**src/hw/rtl/arf_pkg.sv**
```systemverilog
// arf_pkg: shared types and constants of the advertising report filter
// no dependencies; used by every module of the block and by the checker

package arf_pkg;

  // field widths fixed by the port definition
  localparam int KEY_W     = 56;
  localparam int ADDR_W    = 48;
  localparam int KIND_W    = 8;
  localparam int SLOT_W    = 3;
  localparam int COUNT_W   = 4;
  localparam int CFG_IDX_W = 2;
  localparam int CFG_W     = 16;

  // default list depth (1 to 8)
  localparam int LIST_DEPTH_DEF = 5;

  // configuration register indexes
  localparam logic [CFG_IDX_W-1:0] CFG_APPEAR_A = 2'd0;
  localparam logic [CFG_IDX_W-1:0] CFG_APPEAR_B = 2'd1;
  localparam logic [CFG_IDX_W-1:0] CFG_UUID_A   = 2'd2;
  localparam logic [CFG_IDX_W-1:0] CFG_UUID_B   = 2'd3;

  // configuration reset values
  localparam logic [CFG_W-1:0] APPEAR_A_RST = 16'h03C1;
  localparam logic [CFG_W-1:0] APPEAR_B_RST = 16'h03C5;
  localparam logic [CFG_W-1:0] UUID_A_RST   = 16'h18F0;
  localparam logic [CFG_W-1:0] UUID_B_RST   = 16'hFF00;

  // advertising data structure types
  localparam logic [7:0] AD_TYPE_UUID16_MORE = 8'h02;
  localparam logic [7:0] AD_TYPE_UUID16_FULL = 8'h03;
  localparam logic [7:0] AD_TYPE_APPEARANCE  = 8'h19;

  // result outcome codes
  localparam logic [1:0] OC_NONE   = 2'd0;
  localparam logic [1:0] OC_STORED = 2'd1;
  localparam logic [1:0] OC_LISTED = 2'd2;
  localparam logic [1:0] OC_FULL   = 2'd3;

  // top level sequencer states
  typedef enum logic {
    ST_IDLE,
    ST_SEARCH
  } state_t;

  // search token walking the cell chain
  typedef struct packed {
    logic              valid;
    logic [KEY_W-1:0]  key;
    logic              found;
    logic [SLOT_W-1:0] slot;
  } token_t;

  // list write request from the sequencer
  typedef struct packed {
    logic              en;
    logic [SLOT_W-1:0] slot;
    logic [KEY_W-1:0]  key;
  } list_wr_t;

  // per-byte control for the parser
  typedef struct packed {
    logic step;
    logic clear;
    logic first;
    logic last;
    logic legacy;
  } parse_ctrl_t;

endpackage

```
**src/hw/rtl/adv_report_filter_dedup_unit.sv**
```systemverilog
// adv_report_filter_dedup_unit: advertising report filter with address de-duplication
// depends on arf_pkg, arf_parser, arf_chain (arf_cell)
//
//   channel | direction | signals                                   | handshake
//   input   | in        | cmd ad_byte first_byte last_byte is_legacy | in_valid / in_ready
//           |           | peer_address peer_address_kind            |
//   result  | out       | report_matched outcome slot_index         | out_valid / out_ready
//           |           | list_count                                |
//   config  | in        | cfg_index cfg_data                        | cfg_we, no wait
//
// payload bytes, clear commands and final bytes of unmatched reports need no search
// a matched final byte starts a search that holds off all input: the key walks the cell
// chain one slot per cycle, the list is updated and the result loaded at the tail
// a final byte is held off while an earlier result still sits in the output register
// rst is synchronous; the address list itself is not cleared, the fill count guards it

module adv_report_filter_dedup_unit
  import arf_pkg::*;
#(
  parameter int LIST_DEPTH = LIST_DEPTH_DEF
) (
  input  logic                 clk,
  input  logic                 rst,
  // configuration
  input  logic                 cfg_we,
  input  logic [CFG_IDX_W-1:0] cfg_index,
  input  logic [CFG_W-1:0]     cfg_data,
  // input channel
  input  logic                 in_valid,
  output logic                 in_ready,
  input  logic                 cmd,
  input  logic [7:0]           ad_byte,
  input  logic                 first_byte,
  input  logic                 last_byte,
  input  logic                 is_legacy,
  input  logic [ADDR_W-1:0]    peer_address,
  input  logic [KIND_W-1:0]    peer_address_kind,
  // result channel
  output logic                 out_valid,
  input  logic                 out_ready,
  output logic                 report_matched,
  output logic [1:0]           outcome,
  output logic [SLOT_W-1:0]    slot_index,
  output logic [COUNT_W-1:0]   list_count
);

  localparam logic [COUNT_W-1:0] DEPTH_CNT = COUNT_W'(LIST_DEPTH);

  state_t             state;
  state_t             state_next;
  logic [COUNT_W-1:0] count;
  logic [COUNT_W-1:0] count_next;

  logic        in_xfer;
  logic        byte_xfer;
  logic        match_next;
  logic        launch;
  logic        tail_done;
  logic        out_load;
  logic        out_slot_free;
  parse_ctrl_t pctrl;
  token_t      tok_head;
  token_t      tok_tail;
  list_wr_t    wr;

  logic              res_matched;
  logic [1:0]        res_outcome;
  logic [SLOT_W-1:0] res_slot;

  assign out_slot_free = !out_valid || out_ready;
  assign in_xfer       = in_valid && in_ready;
  assign byte_xfer     = in_xfer && !cmd;
  assign tail_done     = tok_tail.valid;

  // parser control
  assign pctrl.step   = byte_xfer;
  assign pctrl.clear  = in_xfer && cmd;
  assign pctrl.first  = first_byte;
  assign pctrl.last   = last_byte;
  assign pctrl.legacy = is_legacy;

  arf_parser u_parser (
    .clk       (clk),
    .rst       (rst),
    .cfg_we    (cfg_we),
    .cfg_index (cfg_index),
    .cfg_data  (cfg_data),
    .ctrl      (pctrl),
    .ad_byte   (ad_byte),
    .match_next(match_next)
  );

  // next state
  always_comb begin
    state_next = state;
    case (state)
      ST_IDLE:   if (launch) state_next = ST_SEARCH;
      ST_SEARCH: if (tail_done) state_next = ST_IDLE;
      default:   state_next = ST_IDLE;
    endcase
  end

  // sequencer outputs
  always_comb begin
    in_ready = 1'b0;
    case (state)
      ST_IDLE:   in_ready = cmd || !last_byte || out_slot_free;
      ST_SEARCH: in_ready = 1'b0;
      default:   in_ready = 1'b0;
    endcase
  end

  assign launch = byte_xfer && last_byte && match_next;

  always_ff @(posedge clk) begin
    if (rst) state <= ST_IDLE;
    else     state <= state_next;
  end

  // search token into the head of the chain
  assign tok_head.valid = launch;
  assign tok_head.key   = {peer_address_kind, peer_address};
  assign tok_head.found = 1'b0;
  assign tok_head.slot  = '0;

  arf_chain #(
    .LIST_DEPTH(LIST_DEPTH)
  ) u_chain (
    .clk     (clk),
    .rst     (rst),
    .count   (count),
    .wr      (wr),
    .tok_head(tok_head),
    .tok_tail(tok_tail)
  );

  // list update and result at the tail of the search, fill count cleared on a clear command
  always_comb begin
    wr.en       = 1'b0;
    wr.slot     = count[SLOT_W-1:0];
    wr.key      = tok_tail.key;
    count_next  = count;
    res_matched = 1'b0;
    res_outcome = OC_NONE;
    res_slot    = '0;
    if (tail_done) begin
      res_matched = 1'b1;
      if (tok_tail.found) begin
        res_outcome = OC_LISTED;
        res_slot    = tok_tail.slot;
      end else if (count < DEPTH_CNT) begin
        wr.en       = 1'b1;
        res_outcome = OC_STORED;
        res_slot    = count[SLOT_W-1:0];
        count_next  = count + COUNT_W'(1);
      end else begin
        res_outcome = OC_FULL;
      end
    end else if (in_xfer && cmd) begin
      count_next = '0;
    end
  end

  always_ff @(posedge clk) begin
    if (rst) count <= '0;
    else     count <= count_next;
  end

  // output register
  assign out_load = tail_done || (byte_xfer && last_byte && !match_next);

  always_ff @(posedge clk) begin
    if (rst)            out_valid <= 1'b0;
    else if (out_load)  out_valid <= 1'b1;
    else if (out_ready) out_valid <= 1'b0;
  end

  always_ff @(posedge clk) begin
    if (out_load) begin
      report_matched <= res_matched;
      outcome        <= res_outcome;
      slot_index     <= res_slot;
      list_count     <= count_next;
    end
  end

endmodule

```
**src/hw/rtl/arf_parser.sv**
```systemverilog
// arf_parser: length-type-value walker with appearance and uuid match test
// depends on arf_pkg; holds the four match configuration registers

module arf_parser
  import arf_pkg::*;
(
  input  logic                 clk,
  input  logic                 rst,
  input  logic                 cfg_we,
  input  logic [CFG_IDX_W-1:0] cfg_index,
  input  logic [CFG_W-1:0]     cfg_data,
  input  parse_ctrl_t          ctrl,
  input  logic [7:0]           ad_byte,
  output logic                 match_next
);

  logic [CFG_W-1:0] appear_a;
  logic [CFG_W-1:0] appear_b;
  logic [CFG_W-1:0] uuid_a;
  logic [CFG_W-1:0] uuid_b;

  logic [7:0] offset;
  logic [7:0] length;
  logic [7:0] ad_type;
  logic [7:0] low_byte;
  logic       match_seen;

  logic [7:0] base_offset;
  logic [7:0] base_length;
  logic [7:0] base_type;
  logic [7:0] base_low;
  logic       base_match;

  logic [7:0] offset_next;
  logic [7:0] length_next;
  logic [7:0] type_next;
  logic [7:0] low_next;
  logic       match_seen_next;

  logic [15:0] value;

  // configuration registers
  always_ff @(posedge clk) begin
    if (rst) begin
      appear_a <= APPEAR_A_RST;
      appear_b <= APPEAR_B_RST;
      uuid_a   <= UUID_A_RST;
      uuid_b   <= UUID_B_RST;
    end else if (cfg_we) begin
      case (cfg_index)
        CFG_APPEAR_A: appear_a <= cfg_data;
        CFG_APPEAR_B: appear_b <= cfg_data;
        CFG_UUID_A:   uuid_a   <= cfg_data;
        CFG_UUID_B:   uuid_b   <= cfg_data;
        default:      appear_a <= appear_a;
      endcase
    end
  end

  // parser state as seen by this byte, restarted on a first byte
  always_comb begin
    if (ctrl.first) begin
      base_offset = '0;
      base_length = '0;
      base_type   = '0;
      base_low    = '0;
      base_match  = 1'b0;
    end else begin
      base_offset = offset;
      base_length = length;
      base_type   = ad_type;
      base_low    = low_byte;
      base_match  = match_seen;
    end
  end

  assign value = {ad_byte, base_low};

  // one step of the structure walk
  always_comb begin
    offset_next     = base_offset;
    length_next     = base_length;
    type_next       = base_type;
    low_next        = base_low;
    match_seen_next = base_match;
    if (ctrl.legacy && !base_match) begin
      if (base_offset == 8'd0) begin
        // length byte; a zero length structure is skipped
        length_next = ad_byte;
        offset_next = (ad_byte != 8'd0) ? 8'd1 : 8'd0;
      end else begin
        case (base_offset)
          8'd1: type_next = ad_byte;
          8'd2: low_next  = ad_byte;
          8'd3: begin
            // second value byte inside the structure: test the value
            if (base_type == AD_TYPE_APPEARANCE) begin
              if (value == appear_a || value == appear_b) match_seen_next = 1'b1;
            end else if (base_type == AD_TYPE_UUID16_MORE ||
                         base_type == AD_TYPE_UUID16_FULL) begin
              if (value == uuid_a || value == uuid_b) match_seen_next = 1'b1;
            end
          end
          default: low_next = base_low;
        endcase
        offset_next = (base_offset >= base_length) ? 8'd0 : base_offset + 8'd1;
      end
    end
  end

  assign match_next = match_seen_next;

  // parser registers, cleared on clear command and after a last byte
  always_ff @(posedge clk) begin
    if (rst || ctrl.clear || (ctrl.step && ctrl.last)) begin
      offset     <= '0;
      length     <= '0;
      ad_type    <= '0;
      low_byte   <= '0;
      match_seen <= 1'b0;
    end else if (ctrl.step) begin
      offset     <= offset_next;
      length     <= length_next;
      ad_type    <= type_next;
      low_byte   <= low_next;
      match_seen <= match_seen_next;
    end
  end

endmodule

```
**src/hw/rtl/arf_cell.sv**
```systemverilog
// arf_cell: one address list slot with its compare stage
// depends on arf_pkg; passes the search token to the next cell each cycle

module arf_cell
  import arf_pkg::*;
#(
  parameter int CELL_INDEX = 0
) (
  input  logic               clk,
  input  logic               rst,
  input  logic [COUNT_W-1:0] count,
  input  list_wr_t           wr,
  input  token_t             tok_in,
  output token_t             tok_out
);

  localparam logic [SLOT_W-1:0]  MY_SLOT  = SLOT_W'(CELL_INDEX);
  localparam logic [COUNT_W-1:0] MY_COUNT = COUNT_W'(CELL_INDEX);

  logic [KEY_W-1:0] entry;
  logic             hit;

  // stored address, written when the sequencer appends to this slot
  always_ff @(posedge clk) begin
    if (wr.en && wr.slot == MY_SLOT) entry <= wr.key;
  end

  // only slots below the fill count hold a listed address
  assign hit = (count > MY_COUNT) && (entry == tok_in.key);

  // token stage, only the valid bit is reset
  always_ff @(posedge clk) begin
    if (rst) tok_out.valid <= 1'b0;
    else     tok_out.valid <= tok_in.valid;
    tok_out.key   <= tok_in.key;
    tok_out.found <= tok_in.found || hit;
    tok_out.slot  <= tok_in.found ? tok_in.slot : MY_SLOT;
  end

endmodule

```
**src/hw/rtl/arf_chain.sv**
```systemverilog
// arf_chain: row of address list cells, the token walks one cell a cycle
// depends on arf_pkg and arf_cell

module arf_chain
  import arf_pkg::*;
#(
  parameter int LIST_DEPTH = LIST_DEPTH_DEF
) (
  input  logic               clk,
  input  logic               rst,
  input  logic [COUNT_W-1:0] count,
  input  list_wr_t           wr,
  input  token_t             tok_head,
  output token_t             tok_tail
);

  token_t tok [0:LIST_DEPTH];

  assign tok[0]   = tok_head;
  assign tok_tail = tok[LIST_DEPTH];

  // one cell per list slot
  for (genvar i = 0; i < LIST_DEPTH; i++) begin : g_cell
    arf_cell #(
      .CELL_INDEX(i)
    ) u_cell (
      .clk    (clk),
      .rst    (rst),
      .count  (count),
      .wr     (wr),
      .tok_in (tok[i]),
      .tok_out(tok[i+1])
    );
  end

endmodule

```
**config.mk**
```make
export PLATFORM = sky130hd
export DESIGN_NAME = adv_report_filter_dedup_unit
export DESIGN_NICKNAME = d
export VERILOG_FILES = /design/src/hw/rtl/arf_pkg.sv /design/src/hw/rtl/adv_report_filter_dedup_unit.sv /design/src/hw/rtl/arf_parser.sv /design/src/hw/rtl/arf_cell.sv /design/src/hw/rtl/arf_chain.sv
export SDC_FILE = /design/constraint.sdc
export NUM_CORES = 1
export LEC_CHECK = 0
export BUFFER_PORTS_ARGS = -buffer_cell sky130_fd_sc_hd__buf_2
export CORE_MARGIN = 2
export CORE_UTILIZATION = 60
export CTS_CLUSTER_DIAMETER = 50
export CTS_CLUSTER_SIZE = 10
export DETAILED_ROUTE_END_ITERATION = 8
export PLACE_DENSITY = 0.86
export SETUP_SLACK_MARGIN = 0.4
export SLEW_MARGIN = 10
export SYNTH_ARGS = -nofsm -noshare
export SYNTH_HDL_FRONTEND = slang
export SYNTH_SLANG_ARGS = --single-unit
```
**constraint.sdc**
```tcl
create_clock -name clk -period 3.8 [get_ports clk]
set_input_delay 0.57 -clock clk [delete_from_list [all_inputs] [get_ports clk]]
set_output_delay 0.57 -clock clk [all_outputs]
set_load 0.02 [all_outputs]
```
* After elaboration in Yosys (flattened, before gate mapping)
Cells that the tools add are included.
** Cells by class
- Divide/modulo/power cells :: 0
- Mux-type cells :: 42
- Magnitude comparators :: 7
- Equality and inequality tests :: 22
- Shift-type cells :: 0
- Reduce and logical (&&, ||, !) cells :: 45
- $mul :: 0
- Add/sub/neg operators :: 2
- Bitwise logic cells :: 2
** Operators by type and width (number)
- $eq A56 B56 Y1 :: 5
- $mux W8 :: 15
- $eq A16 B16 Y1 :: 4
- $eq A8 B2 Y1 const B :: 4
- $logic_and A1 B1 Y1 :: 17
- $mux W1 :: 17
- $mux W4 :: 4
- $logic_or A1 B1 Y1 :: 13
- $add A8 B1 Y8 const B :: 1
- $eq A8 B1 Y1 const B :: 1
- $eq A8 B5 Y1 const B :: 1
- $ge A8 B8 Y1 :: 1
- $gt A4 B1 Y1 const B :: 2
- $gt A4 B2 Y1 const B :: 2
- $logic_not A8 Y1 :: 1
- $reduce_and A2 Y1 :: 4
- $reduce_bool A8 Y1 :: 1
- $eq A3 B2 Y1 const B :: 2
- $mux W3 :: 2
- $logic_not A1 Y1 :: 5
- $add A4 B1 Y4 const B :: 1
- $eq A2 B2 Y1 const B :: 2
- $gt A4 B3 Y1 const B :: 1
- $lt A4 B3 Y1 const B :: 1
- other kinds (10) :: 13
** Storage, ports and cells
- Output and inout port bits :: 12
- Register bits after elaboration :: 691
- ROM bits :: 0
- Input bits :: 91
- Latch bits :: 0
- Memories :: 0
- Logic and storage cells :: 161
- Memory bits (writable) :: 0

* Longest topological paths before layout
- Word-level depth :: 13
- Mapped depth :: 14

* By module
From an unflattened synthesis, not the netlist that was laid out.
** Unflattened totals
- Cell total of the unflattened synthesis :: 1773
- Area total of the unflattened synthesis :: 24176.9 sq um
** By module, submodules not included
- arf_parser :: times used 1, cells each 686, area each 5424.0 sq um
- arf_cell (u_chain.g_cell[3].u_cell) :: times used 1, cells each 218, area each 3644.7 sq um
- arf_cell (u_chain.g_cell[4].u_cell) :: times used 1, cells each 199, area each 3573.4 sq um
- arf_cell (u_chain.g_cell[2].u_cell) :: times used 1, cells each 198, area each 3572.2 sq um
- arf_cell (u_chain.g_cell[1].u_cell) :: times used 1, cells each 198, area each 3569.7 sq um
- arf_cell (u_chain.g_cell[0].u_cell) :: times used 1, cells each 198, area each 3568.4 sq um
- adv_report_filter_dedup_unit :: times used 1, cells each 76, area each 824.5 sq um

* Worst setup path after synthesis
No wires, ideal clock.
- Path kind :: input to register
- Start point :: input first_byte
- End point :: register u_parser.offset[5]
- Path buffers :: 5
- Slack :: 631 ps
- Stages on the path :: 13
- Arrival time :: 3078 ps
- Cells stage by stage :: buf_6 > buf_2 > buf_2 > clkbuf_1 > clkbuf_1 > nand2b_1 > ha_1 > a21o_1 > a21o_1 > a221o_1 > o21ba_2 > o21ai_1 > a311oi_1
** Between the ends
- Cells in the longest elaborated chain, start to end :: 5
- Elaborated cells on any way between the ends :: 11
- Those cells by class :: add/sub (1); order compare (1); mux (6); reduce/logical (3)
** RTL lines
- start: declaration :: line adv_report_filter_dedup_unit.sv:33 : input logic first_byte,
- $mux W8 :: line arf_parser.sv:62 : if (ctrl.first) begin
- $add A8 B1 Y8 / $ge A8 B8 Y1 (equally long branches) :: line arf_parser.sv:106 : offset_next = (base_offset >= base_length) ? 8'd0 : base_offset + 8'd1;
- $mux W8 :: line arf_parser.sv:106
- $mux W8 :: line arf_parser.sv:87 : if (base_offset == 8'd0) begin
- $mux W8 * :: line arf_parser.sv:86 : if (ctrl.legacy && !base_match) begin
- end signal: assignment :: line arf_parser.sv:122 : offset <= offset_next;
- end: declaration :: line arf_parser.sv:22 : logic [7:0] offset;
Mark *: on every way between the ends. The rest lies on a longest branch, timed or not.
A chain may end at the register's enable or synchronous reset.

* Worst setup path after layout
- Start point :: register u_parser.low_byte[2]
- End point :: register slot_index[0], enable pin
** Between the ends
- Cells in the longest elaborated chain, start to end :: 12
- Elaborated cells on any way between the ends :: 17
- Those cells by class :: eq/ne (4); mux (8); reduce/logical (5)
** RTL lines
- start: declaration :: line arf_parser.sv:25 : logic [7:0] low_byte;
- start signal: assignment :: line arf_parser.sv:125 : low_byte <= low_next;
- $mux W8 * :: line arf_parser.sv:62
- $eq A16 B16 Y1 :: line arf_parser.sv:101 : if (value == uuid_a || value == uuid_b) match_seen_next = 1'b1;
- $logic_or A1 B1 Y1 :: line arf_parser.sv:101
- $mux W1 :: line arf_parser.sv:101
- $mux W1 :: line arf_parser.sv:99 : end else if (base_type == AD_TYPE_UUID16_MORE ||
- $mux W1 * :: line arf_parser.sv:97 : if (base_type == AD_TYPE_APPEARANCE) begin
- $mux W1 * :: line arf_parser.sv:92 : case (base_offset)
- $mux W1 * :: line arf_parser.sv:87
- $mux W1 * :: line arf_parser.sv:86
- $logic_not A1 Y1 * :: line adv_report_filter_dedup_unit.sv:170 : assign out_load = tail_done || (byte_xfer && last_byte && !match_next);
- $logic_and A1 B1 Y1 * :: line adv_report_filter_dedup_unit.sv:170
- $logic_or A1 B1 Y1 * :: line adv_report_filter_dedup_unit.sv:170
- net out_load :: line adv_report_filter_dedup_unit.sv:59 : logic out_load;
- end signal: assignment :: line adv_report_filter_dedup_unit.sv:182 : slot_index <= res_slot;
- end: declaration :: line adv_report_filter_dedup_unit.sv:43 : output logic [SLOT_W-1:0] slot_index,
Mark *: on every way through the listed nets, which the timed path passes. The rest lies on a longest branch.

==> flow_summary_export.csv <==
group,metric,value,unit
pwr,clockPowerShare,0.456,
clock_network,cts_buffers,81,
global_route,grt_max_degree,57,
clock_network,clk_path_buf_depth,3,
timing,setup_tns,0,ps
synth,synth_ff_type,"dfxtp_1",
global_route,grt_antenna_before_repair,5,
critical_path,critPathMaxFanout,11,
detailed_routing,wl_met1,24.58,mm
final_layout,fin_util,0.7021,
clock_network,post-cts-setup-buffer-count,0,
pwr,leakagePower,9.794,nW
detailed_routing,dr.pass1.iters,5,
critical_path,cp.required,4100,ps
place,placed_cell_area,24660,sq um
synth,avgSynthCellArea,13.73,sq um
timing,min_period,2786,ps
pwr,p_switching,3.544,mW
die,core-area,38650,sq um
clock_network,cts_tree,"built",
global_route,grt_use_total,0.3004,
timing,max_freq,358.9,MHz
synth,async_flop_share,0,
pwr,internal-power,12.27,mW
clock_network,h-tree-depth,3,
detailed_routing,drt_iter0_drc,1705,
detailed_routing,postRouteAntennaNets,0,
detailed_routing,vias,14660,
final_layout,nets,1971,
global_route,grt_pass1_wl,91.31,mm
detailed_routing,highest_layer,"met4",
pwr,p_comb_frac,0.032,
pwr,report.power.total,15.82,mW
detailed_routing,routed_via_density,5.981,
place,routabilityCongestion,0.9277,
critical_path,setup.worst_path.class,"reg2reg",
timing,rsz0062_at_grt,"no",
critical_path,start_kind,"flop",
timing,finalHoldViolCount,0,
synth,synth.yosys.seq_area_share,0.7113,
synth,synth-warning-count,0,
pwr,p_sw_frac,0.2240,
place,preCtsSetupSlack,584.7,ps
die,die-area,40820,sq um
outcome,outcome,"finished clean",
clock_network,clock_latency,620,ps
pwr,share_seq_of_total_power,0.512,
die,io_pins,103,
synth,synth_cell_types,66,
die,row_count,72,
detailed_routing,wl_met3,5.682,mm
detailed_routing,met2WireLength,28.08,mm
synth,syn_area,23530,sq um
clock_network,cts.sinks,691,
clock_network,ctsHoldBuffers,0,
detailed_routing,routed_wl,61.10,mm
timing,worstMarginPinSlew,1258,ps
final_layout,stdcell_area,27130,sq um
timing,slew_headroom,0.1586,
place,place_hpwl,37.97,mm
clock_network,cts_root_buf,"clkbuf_16",
final_layout,stdcell_count,2451,
critical_path,cp-end-kind,"flop",
die,fp.dieW,202.0,microns
synth,syn-instance-count,1714,
critical_path,rr_startpoint,"u_parser.low_byte[2]",
timing,fin_ws,1014,ps
synth,synth_enable_flop_cells,290,
critical_path,crit_arrival,3090,ps
timing,drv_slew,0,
final_layout,drive_gt1_frac,0.1220,
timing,finalClockSkew,30.68,ps
global_route,grt_pass1_vias,14490,
place,portBuffers,102,
pwr,p_per_area,582.9,nW/um^2
final_layout,syn_to_final_growth,15.31,%
place,placed_cells_incl_taps,2296,
timing,fin_crit_sh,0.7332,
timing,setup_violations,0,
worst_hold_path,worstHoldPathType,"in2reg",
clock_network,clkTransAtPathRegs,60,ps
die,start_util,0.6088,
synth,synth-seq-cells,691,
critical_path,critPathLaunch,"u_parser.low_byte[2]",
detailed_routing,wl_per_cell,24.93,microns
timing,holdWs,80.30,ps
clock_network,cts_resized,0,
detailed_routing,drc,0,
worst_hold_path,min_from,"peer_address[41]",
pwr,irDropWorstVdd,0.4142,mV
die,die_h,202.0,microns
run,cap_viol_max_count,0,
synth,synth_nets,1824,
global_route,overflow,0,
-- power by group through the flow --
stage	clock (mW)	sequential [mW]	combinational [mW]
after global placement	0	8.22	0.463
after detailed placement	0	8.24	0.476
after global routing	7.55	8.12	0.531
after CTS	7.24	8.10	0.491
final	7.21	8.11	0.502
after floorplan	0	8.18	0.275
-- logic make-up after synthesis --
| kind of cell | count (synthesis) | synth area share |
|---|---|---|
| flip-flops | 691 | 0.7113 |
| multiplexers | 2 | 0.0009039 |
| adder cells (fa/ha/maj) | 19 | 0.01010 |
| XOR/XNOR | 314 | 0.1169 |
| buffers and inverters | 82 | 0.01383 |
| AO/OA/AOI/OAI | 168 | 0.04998 |
| AND/OR/NAND/NOR | 438 | 0.09704 |
-- cell usage in the layout, fill, tap and decap left out, types with 26 or more instances in the layout --
cell / Yosys / layout
nand3_1: 35 / 35
buf_2: 8 / 102
dfxtp_1: 401 / 401
clkbuf_16: 0 / 83
a21oi_1: 51 / 51
edfxtp_1: 290 / 290
xnor2_1: 136 / 136
nor4_1: 50 / 50
a22oi_1: 26 / 26
nand2_1: 147 / 147
nand4_1: 43 / 43
inv_1: 30 / 30
nor2_1: 60 / 60
clkbuf_1: 41 / 55
xor2_1: 178 / 178
-- worst paths after layout --
path                                          end  slack [ps]  depth (start not counted)
max reg2reg                         slot_index[0]        1010                          8
max                                 slot_index[0]        1010                          8
min          u_chain.g_cell[0].u_cell.tok_out[45]          80                          1
min reg2reg  u_chain.g_cell[2].u_cell.tok_out[53]         360                          0
-- synth_stat cells (3+ instances only) --
library cell	instances	share of area
clkbuf_1	41	0.0065
o41ai_1	5	0.0019
nor4bb_1	12	0.0051
o21ba_2	5	0.0021
nand3_1	35	0.0074
dfxtp_1	401	0.34
o22ai_1	4	0.0011
o32a_1	12	0.0051
a31oi_1	15	0.0040
o21ai_0	5	0.0011
a2111oi_0	3	0.0011
a21o_1	6	0.0019
nand4_1	43	0.011
xnor2_1	136	0.051
o21ai_1	4	0.00085
nor3_1	18	0.0038
nor2_1	60	0.0096
nand2_1	147	0.023
o2111ai_1	5	0.0019
xor2_1	178	0.066
nor4_1	50	0.013
o31ai_1	3	0.00096
and2_1	8	0.0021
edfxtp_1	290	0.37
o32ai_1	3	0.0011
a21oi_1	51	0.011
nor2b_1	15	0.0040
a22oi_1	26	0.0083
nand2b_1	14	0.0037
buf_2	8	0.0017
inv_1	30	0.0048
ha_1	19	0.010
and3_1	12	0.0032
a221oi_1	4	0.0015
-- flip-flops by register name (all words and copies together), names as in the netlist --
signal,flops
u_parser.match_seen,1
u_parser.uuid_a,16
outcome,2
u_parser.uuid_b,16
u_parser.ad_type,8
u_parser.low_byte,8
u_chain.g_cell.u_cell.tok_out,298
report_matched,1
count,4
u_chain.g_cell.u_cell.entry,280
out_valid,1
u_parser.offset,8
list_count,4
slot_index,3
u_parser.length,8
u_parser.appear_a,16
u_parser.appear_b,16
state,1
-- final cells by class --
type,count,area [sq um]
Clock inverter,9,147.6
Inverter,30,112.6
Tap cell,518,648.1
Clock buffer,140,2311
Fill cell,2310,11510
Antenna cell,6,15.01
Timing Repair Buffer,116,678.2
Sequential cell,691,16740
Multi-Input combinational cell,941,6484
-- per-layer routing --
layer	GRT usage	vias to the layer above
met5	0	-
met4	0.1305	0
met3	0.06466	162
met2	0.4683	875
met1	0.4097	7234
li1	-	6389
-- critical path, cell delays in order, from the launching register on --
cell	delay, ps
dfxtp_1	600
o21ba_2	260
o32ai_1	80
o2111ai_1	270
nor4_2	100
o41ai_1	620
nand2_1	200
o21ai_1	170
buf_4	200
No activity file was read; power rests on OpenSTA's default activity.
